File: src/qdac_pkg.sv
package qdac_pkg;

  localparam int CodeW          = 16;
  localparam int PwrW           = 2;
  localparam int OutCh          = 4;
  localparam int MaskBits       = 4;
  localparam int ChW            = 3;
  localparam int NumChannelsDef = 4;
  localparam int CodeBitsDef    = 16;

  localparam logic [ChW-1:0] ChAll = 3'd4;

  typedef enum logic [2:0] {
    OP_WRITE          = 3'd0,
    OP_WRITE_LOAD     = 3'd1,
    OP_WRITE_LOAD_ALL = 3'd2,
    OP_LOAD           = 3'd3,
    OP_POWER          = 3'd4,
    OP_RESET          = 3'd5,
    OP_AUTO           = 3'd6,
    OP_REF            = 3'd7
  } op_t;

  localparam logic [PwrW-1:0] PwrNormal = 2'd0;

endpackage

File: src/quad_dac_register_model_top.sv
// Register model of a four-channel DAC, one decoded command per beat.
// Input channel (in_valid/in_ready): op, channel, value, power_mode,
// channel_mask, full_reset, ref_on. Channel code 4 addresses all channels.
// Result channel (out_valid/out_ready): DAC codes out_a..out_d, power modes,
// auto-update mask and reference select as they stand after the command.
// Latency: the result is valid in the cycle after the command is taken.
// Throughput: one command per cycle while results are taken; the state
// registers are updated in a single pass of logic from the accepted beat.
// A command is taken whenever no result is pending or the pending result is
// taken in the same cycle, so a stalled receiver holds the result steady and
// stops input only while it stalls.
// Reset (rst_n low, synchronous) zeroes input and DAC registers, powers all
// channels to normal, clears the auto-update mask, selects the external
// reference and drops out_valid.
// Channels at or above NUM_CHANNELS read as zero. For CODE_BITS below 16 the
// low bits of value are dropped and read back as zero.
module quad_dac_register_model_top #(
  parameter int NUM_CHANNELS = qdac_pkg::NumChannelsDef,
  parameter int CODE_BITS    = qdac_pkg::CodeBitsDef
) (
  input  logic                        clk,
  input  logic                        rst_n,
  input  logic                        in_valid,
  output logic                        in_ready,
  input  logic [2:0]                  in_op,
  input  logic [qdac_pkg::ChW-1:0]    in_channel,
  input  logic [qdac_pkg::CodeW-1:0]  in_value,
  input  logic [qdac_pkg::PwrW-1:0]   in_power_mode,
  input  logic [qdac_pkg::MaskBits-1:0] in_channel_mask,
  input  logic                        in_full_reset,
  input  logic                        in_ref_on,
  output logic                        out_valid,
  input  logic                        out_ready,
  output logic [qdac_pkg::CodeW-1:0]  out_a,
  output logic [qdac_pkg::CodeW-1:0]  out_b,
  output logic [qdac_pkg::CodeW-1:0]  out_c,
  output logic [qdac_pkg::CodeW-1:0]  out_d,
  output logic [qdac_pkg::PwrW-1:0]   out_power_a,
  output logic [qdac_pkg::PwrW-1:0]   out_power_b,
  output logic [qdac_pkg::PwrW-1:0]   out_power_c,
  output logic [qdac_pkg::PwrW-1:0]   out_power_d,
  output logic [qdac_pkg::MaskBits-1:0] out_auto_update,
  output logic                        out_ref_internal
);

  localparam int NumPwr    = (NUM_CHANNELS < qdac_pkg::MaskBits) ?
                             NUM_CHANNELS : qdac_pkg::MaskBits;
  localparam int CodeShift = qdac_pkg::CodeW - CODE_BITS;

  logic [CODE_BITS-1:0]      inreg_r  [NUM_CHANNELS];
  logic [CODE_BITS-1:0]      inreg_nxt[NUM_CHANNELS];
  logic [CODE_BITS-1:0]      dac_r    [NUM_CHANNELS];
  logic [CODE_BITS-1:0]      dac_nxt  [NUM_CHANNELS];
  logic [qdac_pkg::PwrW-1:0] pwr_r    [NumPwr];
  logic [qdac_pkg::PwrW-1:0] pwr_nxt  [NumPwr];
  logic [NumPwr-1:0]         auto_r, auto_nxt;
  logic                      ref_r, ref_nxt;
  logic                      out_valid_r;

  qdac_pkg::op_t             op;
  logic [CODE_BITS-1:0]      code;
  logic                      in_fire;

  logic [qdac_pkg::CodeW-1:0] out_code[qdac_pkg::OutCh];
  logic [qdac_pkg::PwrW-1:0]  out_pwr [qdac_pkg::OutCh];

  assign op       = qdac_pkg::op_t'(in_op);
  assign code     = in_value[qdac_pkg::CodeW-1 -: CODE_BITS];
  assign in_ready = !out_valid_r || out_ready;
  assign in_fire  = in_valid && in_ready;

  always_comb begin
    logic hit;
    for (int i = 0; i < NUM_CHANNELS; i++) begin
      inreg_nxt[i] = inreg_r[i];
      dac_nxt[i]   = dac_r[i];
    end
    for (int i = 0; i < NumPwr; i++) begin
      pwr_nxt[i] = pwr_r[i];
    end
    auto_nxt = auto_r;
    ref_nxt  = ref_r;
    hit      = 1'b0;
    case (op)
      qdac_pkg::OP_WRITE, qdac_pkg::OP_WRITE_LOAD, qdac_pkg::OP_WRITE_LOAD_ALL: begin
        for (int i = 0; i < NUM_CHANNELS; i++) begin
          hit = (in_channel == qdac_pkg::ChAll) || (in_channel == qdac_pkg::ChW'(i));
          if (hit) begin
            inreg_nxt[i] = code;
            if (op == qdac_pkg::OP_WRITE_LOAD) begin
              dac_nxt[i] = code;
            end
            if (i < NumPwr) begin
              if (auto_r[i % NumPwr]) begin
                dac_nxt[i] = code;
              end
            end
          end
          if (op == qdac_pkg::OP_WRITE_LOAD_ALL) begin
            dac_nxt[i] = inreg_nxt[i];
          end
        end
      end
      qdac_pkg::OP_LOAD: begin
        for (int i = 0; i < NUM_CHANNELS; i++) begin
          if ((in_channel == qdac_pkg::ChAll) || (in_channel == qdac_pkg::ChW'(i))) begin
            dac_nxt[i] = inreg_r[i];
          end
        end
      end
      qdac_pkg::OP_POWER: begin
        for (int i = 0; i < NumPwr; i++) begin
          if (in_channel_mask[i]) begin
            pwr_nxt[i] = in_power_mode;
          end
        end
      end
      qdac_pkg::OP_RESET: begin
        for (int i = 0; i < NUM_CHANNELS; i++) begin
          inreg_nxt[i] = '0;
          dac_nxt[i]   = '0;
        end
        if (in_full_reset) begin
          for (int i = 0; i < NumPwr; i++) begin
            pwr_nxt[i] = qdac_pkg::PwrNormal;
          end
          auto_nxt = '0;
          ref_nxt  = 1'b0;
        end
      end
      qdac_pkg::OP_AUTO: begin
        auto_nxt = in_channel_mask[NumPwr-1:0];
      end
      qdac_pkg::OP_REF: begin
        ref_nxt = in_ref_on;
      end
      default: begin
        ref_nxt = ref_r;
      end
    endcase
  end

  always_ff @(posedge clk) begin
    if (!rst_n) begin
      for (int i = 0; i < NUM_CHANNELS; i++) begin
        inreg_r[i] <= '0;
        dac_r[i]   <= '0;
      end
      for (int i = 0; i < NumPwr; i++) begin
        pwr_r[i] <= qdac_pkg::PwrNormal;
      end
      auto_r      <= '0;
      ref_r       <= 1'b0;
      out_valid_r <= 1'b0;
    end else begin
      if (in_fire) begin
        for (int i = 0; i < NUM_CHANNELS; i++) begin
          inreg_r[i] <= inreg_nxt[i];
          dac_r[i]   <= dac_nxt[i];
        end
        for (int i = 0; i < NumPwr; i++) begin
          pwr_r[i] <= pwr_nxt[i];
        end
        auto_r <= auto_nxt;
        ref_r  <= ref_nxt;
      end
      if (in_fire) begin
        out_valid_r <= 1'b1;
      end else if (out_ready) begin
        out_valid_r <= 1'b0;
      end
    end
  end

  for (genvar g = 0; g < qdac_pkg::OutCh; g++) begin : g_out
    if (g < NUM_CHANNELS) begin : g_code
      assign out_code[g] = qdac_pkg::CodeW'(dac_r[g]) << CodeShift;
    end else begin : g_code_none
      assign out_code[g] = '0;
    end
    if (g < NumPwr) begin : g_pwr
      assign out_pwr[g] = pwr_r[g];
    end else begin : g_pwr_none
      assign out_pwr[g] = qdac_pkg::PwrNormal;
    end
  end

  assign out_valid        = out_valid_r;
  assign out_a            = out_code[0];
  assign out_b            = out_code[1];
  assign out_c            = out_code[2];
  assign out_d            = out_code[3];
  assign out_power_a      = out_pwr[0];
  assign out_power_b      = out_pwr[1];
  assign out_power_c      = out_pwr[2];
  assign out_power_d      = out_pwr[3];
  assign out_auto_update  = qdac_pkg::MaskBits'(auto_r);
  assign out_ref_internal = ref_r;

  a_no_overrun: assert property (@(posedge clk) disable iff (!rst_n)
    !(in_valid && in_ready && out_valid && !out_ready))
    else $error("beat taken while result stalled");

  a_full_reset: assert property (@(posedge clk) disable iff (!rst_n)
    in_fire && (op == qdac_pkg::OP_RESET) && in_full_reset |=>
      out_valid && (out_auto_update == '0) && !out_ref_internal &&
      (out_a == '0) && (out_b == '0) && (out_c == '0) && (out_d == '0))
    else $error("full reset left state behind");

  a_auto_mask: assert property (@(posedge clk) disable iff (!rst_n)
    in_fire && (op == qdac_pkg::OP_AUTO) |=>
      out_auto_update == qdac_pkg::MaskBits'($past(in_channel_mask[NumPwr-1:0])))
    else $error("auto-update mask not loaded");

  a_state_hold: assert property (@(posedge clk) disable iff (!rst_n)
    !in_fire |=> $stable(out_a) && $stable(out_auto_update) && $stable(out_ref_internal))
    else $error("state changed without a beat");

endmodule
File: config.mk
export PLATFORM = sky130hd
export DESIGN_NAME = quad_dac_register_model_top
export DESIGN_NICKNAME = d
export VERILOG_FILES = /design/src/qdac_pkg.sv /design/src/quad_dac_register_model_top.sv
export SDC_FILE = /design/constraint.sdc
export NUM_CORES = 1
export LEC_CHECK = 0
export BUFFER_PORTS_ARGS = -buffer_cell sky130_fd_sc_hd__buf_4
export CORE_MARGIN = 5
export CORE_UTILIZATION = 55
export DETAILED_ROUTE_END_ITERATION = 10
export HOLD_SLACK_MARGIN = 0.08
export PLACE_DENSITY = 0.78
export SYNTH_ARGS = -nofsm -noshare
export SYNTH_HDL_FRONTEND = slang
export SYNTH_SLANG_ARGS = --single-unit
File: constraint.sdc
create_clock -name clk -period 3.3 [get_ports clk]
set_clock_uncertainty 0.1 [all_clocks]
set_input_delay 0.33 -clock clk [delete_from_list [all_inputs] [get_ports clk]]
set_output_delay 0.33 -clock clk [all_outputs]
set_load 0.005 [all_outputs]
==> flow_summary_export.csv, run 1 <==
group,metric,value,unit
synth,syn_avg_cell_area,12.3,sq um
synth,ys_warn_count,0,
setup_path,start_kind,"flop",
grt,grt_max_degree,65,
floorplan,rows,41,
pwr,p_int,3.48,mW
clock_network,clkLatencyLatePin,0.42,ns
grt,grt_pass1_vias,5401,
timing,finalSetupViolations,0,
hold_path,hold_end,"pwr_r[0][7]",
route,routed_wl,19.3,mm
timing,slew_violations,0,
synth,synth_most_common_cell,"edfxtp_1",
layout,final_layout_size_suffix_gt1_frac,0.316,
hold_path,holdCritStartpoint,"in_power_mode[1]",
setup_path,cpPeakStageDelay,0.34,ns
floorplan,core,12700,sq um
layout,antennaDiodeCount,0,
flow_run,drv_cap,0,
floorplan,die_area,15300,sq um
setup_path,cpMostUsedCell,"buf_4",
setup_path,critPathSlowestCell,"dfxtp_1",
floorplan,die_height,124,um
timing,rsz0062_at_grt,"no",
timing,max_slew_margin,0.423,
synth,synth_nets,615,
route,dr.max_layer_used,"met4",
setup_path,critical_path_arrival,2.33,ns
layout,syn_to_final_growth,20.3,%
timing,fin_crit_sh,0.690,
setup_path,end_kind,"flop",
floorplan,die_w,124,um
pwr,power_frac_seq,0.482,
pwr,netSwitchingFraction,0.241,
clock_network,cts_resized,0,
synth,synth_top_area_frac,0.574,
timing,worstMarginPinSlew,0.865,ns
synth,async_flop_share,0,
route,route.met2.wl,9.51,mm
clock_network,cts_setup_buffers,0,
pwr,power_per_cell_area,536,nW/um^2
timing,fmax,0.439,GHz
synth,syn_inst,581,
synth,yosys.area.top_type,"edfxtp_1",
grt,grt_usage,0.258,
synth,yosysSeqAreaShare,0.591,
clock_network,clk_pin_slew,0.05,ns
route,drt-pass1-iter-count,6,
synth,ys_ff_latch,142,
clock_network,htree_levels,4,
synth,synth_commonest_cells,"edfxtp_1, a21oi_1, o21ai_0",
pwr,ir_drop,0.480,mV
clock_network,cts.sink_count,142,
route,routed-via-count,5562,
grt,grt_overflow,0,
place,post_dp_cell_area,7990,sq um
setup_path,cp_max_fo,23,
layout,stdcell_area,8570,sq um
clock_network,tritoncts,"yes",
hold_path,hold_path_depth,3,
route,drc,0,
place,portBuffers,112,
synth,synthFlopType,"edfxtp_1",
pwr,power_leakage,3.30,nW
clock_network,cts_hold_buffers,4,
synth,synth.area.top_cells,"edfxtp_1, o221a_2, a21oi_1, o21ai_0, nand3_1",
clock_network,clockRootBuffer,"clkbuf_16",
setup_path,r2r-end,"pwr_r[0][1]",
timing,fin_crit,2.28,ns
place,dp.cells,816,
pwr,p_sw,1.11,mW
setup_path,cp.required,3.35,ns
clock_network,cts_buffers,17,
setup_path,reg2reg_slack,1.02,ns
layout,nets,701,
route,drt_iter0_drc,583,
pwr,clkPwrFrac,0.386,
clock_network,max-clock-path-buffers,2,
pwr,combinationalPowerShare,0.133,
synth,synth_cell_type_count,49,
setup_path,startpoint,"out_valid",
timing,finalHoldViolCount,0,
synth,netlist_area,7120,sq um
place,dp.final_hpwl,12.7,mm
setup_path,worstSetupPathType,"reg -> reg",
layout,fillerInstances,960,
layout,finalNonFillerCells,852,
setup_path,worstReg2RegStart,"out_valid",
timing,setup_tns,0,ns
route,drt-met1-wl,7.19,mm
route,dr_wl_met3,2.10,mm
hold_path,hold_class,"in -> reg",
grt,grt_first_pass_wirelength,29.6,mm
grt,antenna_found_initial,0,
route,wire_per_inst,22.6,um
route,via_per_inst,6.53,
setup_path,cp_top_family,"buffers and inverters",
setup_path,reg2reg_depth,6,
route,antenna_left,0,
place,place_congestion,0.841,
setup_path,worstPathCellList,"nor2b_1, clkinv_1, buf_4, nand3_2, buf_4, nor2_1",
floorplan,ios,113,
setup_path,critPathBufInv,3,
synth,synth-edff-count,136,
floorplan,initial_utilization,0.562,
run_status,run_status,"finished clean",
## cell usage in the layout, fill, tap and decap left out, types with 2 or more instances in the layout
| master | synthesis | final |
|---|---|---|
| edfxtp_1 | 136 | 136 |
| buf_4 | 7 | 129 |
| a21oi_1 | 67 | 67 |
| o21ai_0 | 53 | 53 |
| nand3_1 | 51 | 50 |
| o221a_2 | 45 | 45 |
| nand2_1 | 36 | 35 |
| clkbuf_16 | 0 | 17 |
| a21boi_0 | 15 | 15 |
| o211a_1 | 15 | 15 |
| o221a_1 | 15 | 15 |
| nor2_1 | 7 | 7 |
| mux2i_1 | 7 | 7 |
| clkinv_1 | 3 | 6 |
| dfxtp_1 | 6 | 6 |
| inv_1 | 5 | 5 |
| clkinv_2 | 0 | 5 |
| clkbuf_1 | 37 | 5 |
| nor2b_1 | 4 | 4 |
| a22oi_1 | 4 | 4 |
| a32o_1 | 4 | 4 |
| dlygate4sd3_1 | 0 | 4 |
| o211ai_1 | 3 | 3 |
| nor4b_1 | 3 | 3 |
| nand4_1 | 3 | 3 |
| nand3b_1 | 2 | 2 |
| and3b_1 | 2 | 2 |
| o2111ai_1 | 2 | 2 |
| or4_1 | 2 | 2 |
| xor2_4 | 2 | 2 |
| nor2_2 | 2 | 2 |
| xnor2_2 | 2 | 2 |
| a21oi_2 | 2 | 2 |
| a21o_1 | 2 | 2 |
| bufinv_16 | 0 | 2 |
## state kept, by name, summed over array words and instances, names as in the netlist
signal            cells
out_auto_update       4
out_ref_internal      1
inreg_r              64
pwr_r                 8
out_valid             1
dac_r                64
## layout make-up
type                            count  area (sq um)  share of cell area
Timing Repair Buffer              133          1010               0.118
Tap cell                          172           215              0.0251
Clock inverter                     10          96.3              0.0112
Sequential cell                   142          4200               0.491
Clock buffer                       22           444              0.0519
Multi-Input combinational cell    365          2570               0.300
Inverter                            8          30.0             0.00351
## through the flow
step | utilization | hold WS (ns) | worst slack, ns | total power [mW]
finish | 0.676 | 0.136 | 1.02 | 4.59
global route | 0.676 | 0.150 | 0.886 | 4.74
CTS | 0.676 | 0.118 | 1.03 | 4.60
detailed placement | 0.630 | 0.374 | 0.970 | 2.84
global placement | 0.630 | 0.366 | 0.985 | 2.81
floorplan | - | 0.356 | 0.272 | 2.56
## logic make-up after synthesis
kind of cell / after synthesis / synth area share
AO/OA/AOI/OAI: 234 / 0.250
XOR/XNOR: 4 / 0.0123
buffers and inverters: 74 / 0.0499
flip-flops: 142 / 0.591
multiplexers: 7 / 0.00984
AND/OR/NAND/NOR: 120 / 0.0877
## worst max path at each step
stage / endpoint / slack (ns) / cells after the start
2_1_floorplan: inreg_r[0][0] / 0.27 / 5
3_3_place_gp: dac_r[3][11] / 0.98 / 5
3_5_place_dp: dac_r[3][11] / 0.97 / 5
4_1_cts: pwr_r[0][5] / 1.03 / 6
5_1_grt: pwr_r[0][1] / 0.89 / 6
6_report: pwr_r[0][1] / 1.02 / 6
## metal layers
layer / vias up / track usage
li1: 2483 / -
met1: 2662 / 0.342
met2: 375 / 0.408
met3: 42 / 0.0604
met4: 0 / 0.110
met5: - / 0
## power by group through the flow
stage | Sequential [mW] | Clock [mW] | Combinational [mW]
4_1_cts | 2.21 | 1.78 | 0.605
3_5_place_dp | 2.24 | 0 | 0.596
5_1_grt | 2.22 | 1.87 | 0.656
6_report | 2.21 | 1.77 | 0.609
2_1_floorplan | 2.24 | 0 | 0.324
3_3_place_gp | 2.24 | 0 | 0.574
## worst register-to-register path: stages (launching register included)
cell and delay [ns]:
dfxtp_1 0.34, nor2b_1 0.29, clkinv_1 0.26, buf_4 0.28
nand3_2 0.30, buf_4 0.33, nor2_1 0.11
Power figures use the tool's default switching activity.
==> run 2, diff against run 1 <==
==> constraint.sdc (replaced) <==
create_clock -name clk -period 2.1 [get_ports clk]
set_clock_uncertainty 0.1 [all_clocks]
set_input_delay 0.21 -clock clk [delete_from_list [all_inputs] [get_ports clk]]
set_output_delay 0.21 -clock clk [all_outputs]
set_load 0.005 [all_outputs]
==> run 2 against run 1 <==
Die area unchanged. First-iteration DRC count rose by 7.7%. Highest routed layer unchanged. Critical endpoint is now out_ref_internal. Critical path type unchanged. Global-route usage grew 0.70 points. Wire length up 3.2%.
==> flow_summary_export.csv, run 2 (synthesis results as in run 1) <==
group,metric,value,unit
floorplan,rows,41,
route,drt-pass1-iter-count,5,
place,dp.cells,828,
layout,final_layout_size_suffix_gt1_frac,0.340,
floorplan,core,12700,sq um
place,place_congestion,0.848,
layout,finalNonFillerCells,867,
pwr,p_int,5.76,mW
timing,fin_crit,1.98,ns
pwr,combinationalPowerShare,0.136,
clock_network,cts_resized,0,
layout,nets,719,
setup_path,end_kind,"flop",
timing,worstMarginPinSlew,1.15,ns
timing,fmax,0.505,GHz
pwr,p_sw,1.84,mW
timing,finalSetupViolations,0,
pwr,clkPwrFrac,0.407,
timing,fin_ws,0.120,ns
setup_path,cp.required,2.36,ns
pwr,netSwitchingFraction,0.242,
place,place_ws,-0.0411,ns
clock_network,cts.sink_count,142,
place,post_dp_cell_area,8210,sq um
run_status,run_status,"finished clean",
grt,grt_overflow,0,
pwr,power_frac_seq,0.457,
layout,final_common_cell,"edfxtp_1",
clock_network,clkLatencyLatePin,0.42,ns
grt,grt_first_pass_wirelength,30.3,mm
pwr,power_leakage,3.46,nW
route,drc,0,
clock_network,tritoncts,"yes",
grt,grt_usage,0.265,
setup_path,start_kind,"flop",
timing,whs,0.118,ns
grt,grt_pass1_vias,5520,
clock_network,cts_hold_buffers,10,
pwr,power_per_cell_area,853,nW/um^2
clock_network,clk_pin_slew,0.06,ns
layout,syn_to_final_growth,25.2,%
hold_path,hold_path_depth,3,
floorplan,die_w,124,um
setup_path,cp_max_fo,4,
hold_path,holdCritStartpoint,"in_value[0]",
timing,rsz0062_at_grt,"no",
clock_network,cts_setup_buffers,0,
clock_network,clockRootBuffer,"clkbuf_16",
layout,final_cell_mix,"edfxtp_1, buf_4, a21oi_1, o21ai_0, nand3_1",
clock_network,cts_buffers,17,
pwr,finalPower,7.60,mW
grt,grt_max_degree,69,
setup_path,startpoint,"out_valid",
route,antenna_left,0,
flow_run,drv_cap,0,
timing,slew_violations,0,
route,routed_wl,19.9,mm
route,drt_iter0_drc,628,
layout,antennaDiodeCount,0,
layout,top_regs,"dac_r x64, inreg_r x64, pwr_r x8",
timing,setup_tns,0,ns
pwr,ir_drop,0.500,mV
floorplan,initial_utilization,0.562,
route,wire_per_inst,23.0,um
setup_path,reg2reg_depth,5,
setup_path,critical_path_arrival,2.24,ns
layout,utilization,0.703,
setup_path,worstReg2RegStart,"out_valid",
floorplan,ios,113,
floorplan,die_height,124,um
timing,fin_crit_sh,0.943,
clock_network,max-clock-path-buffers,2,
grt,antenna_found_initial,0,
clock_network,htree_levels,4,
floorplan,die_area,15300,sq um
setup_path,worstSetupPathType,"reg -> reg",
route,via_per_inst,6.59,
timing,max_slew_margin,0.229,
place,dp.final_hpwl,13.0,mm
route,routed-via-count,5716,
hold_path,hold_class,"in -> reg",
timing,finalHoldViolCount,0,
layout,stdcell_area,8910,sq um
place,portBuffers,112,
[run 2: path summary, 6_finish.rpt]
kind	to	slack (ns)
worst min-delay path	inreg_r[0][0]	0.12
worst max register to register	out_ref_internal	0.12
worst min register to register	out_auto_update[2]	0.44
worst max-delay path	out_ref_internal	0.12
[run 2: area by class of cell]
cell class	instances	area [sq um]
tap	172	215
multi-input combinational	365	2610
inverter	8	30.0
sequential	142	4200
timing repair buffer	151	1260
clock buffer	17	425
clock inverter	12	173
fill	873	3760
[run 2: power groups by stage]
stage	logic, mW	registers (mW)	clock network [mW]
after floorplan	0.520	3.51	0
after global placement	0.976	3.52	0
after detailed placement	1.01	3.52	0
after CTS	1.03	3.47	3.09
after global routing	1.11	3.49	3.21
final	1.04	3.47	3.09
[run 2: critical path, stage by stage, from the launching register on]
cell           delay [ns]
dfxtp_1              0.31
nor2b_1              0.15
buf_4                0.15
or4_1                0.49
a21oi_1              0.16
dlygate4sd3_1        0.56
[run 2: routing by layer]
layer,vias to the layer above,part of all wire,GRT usage
met2,363,0.49,0.422
met4,0,0.032,0.0969
met5,-,0,0
met1,2774,0.37,0.346
met3,63,0.11,0.0758
li1,2516,-,-
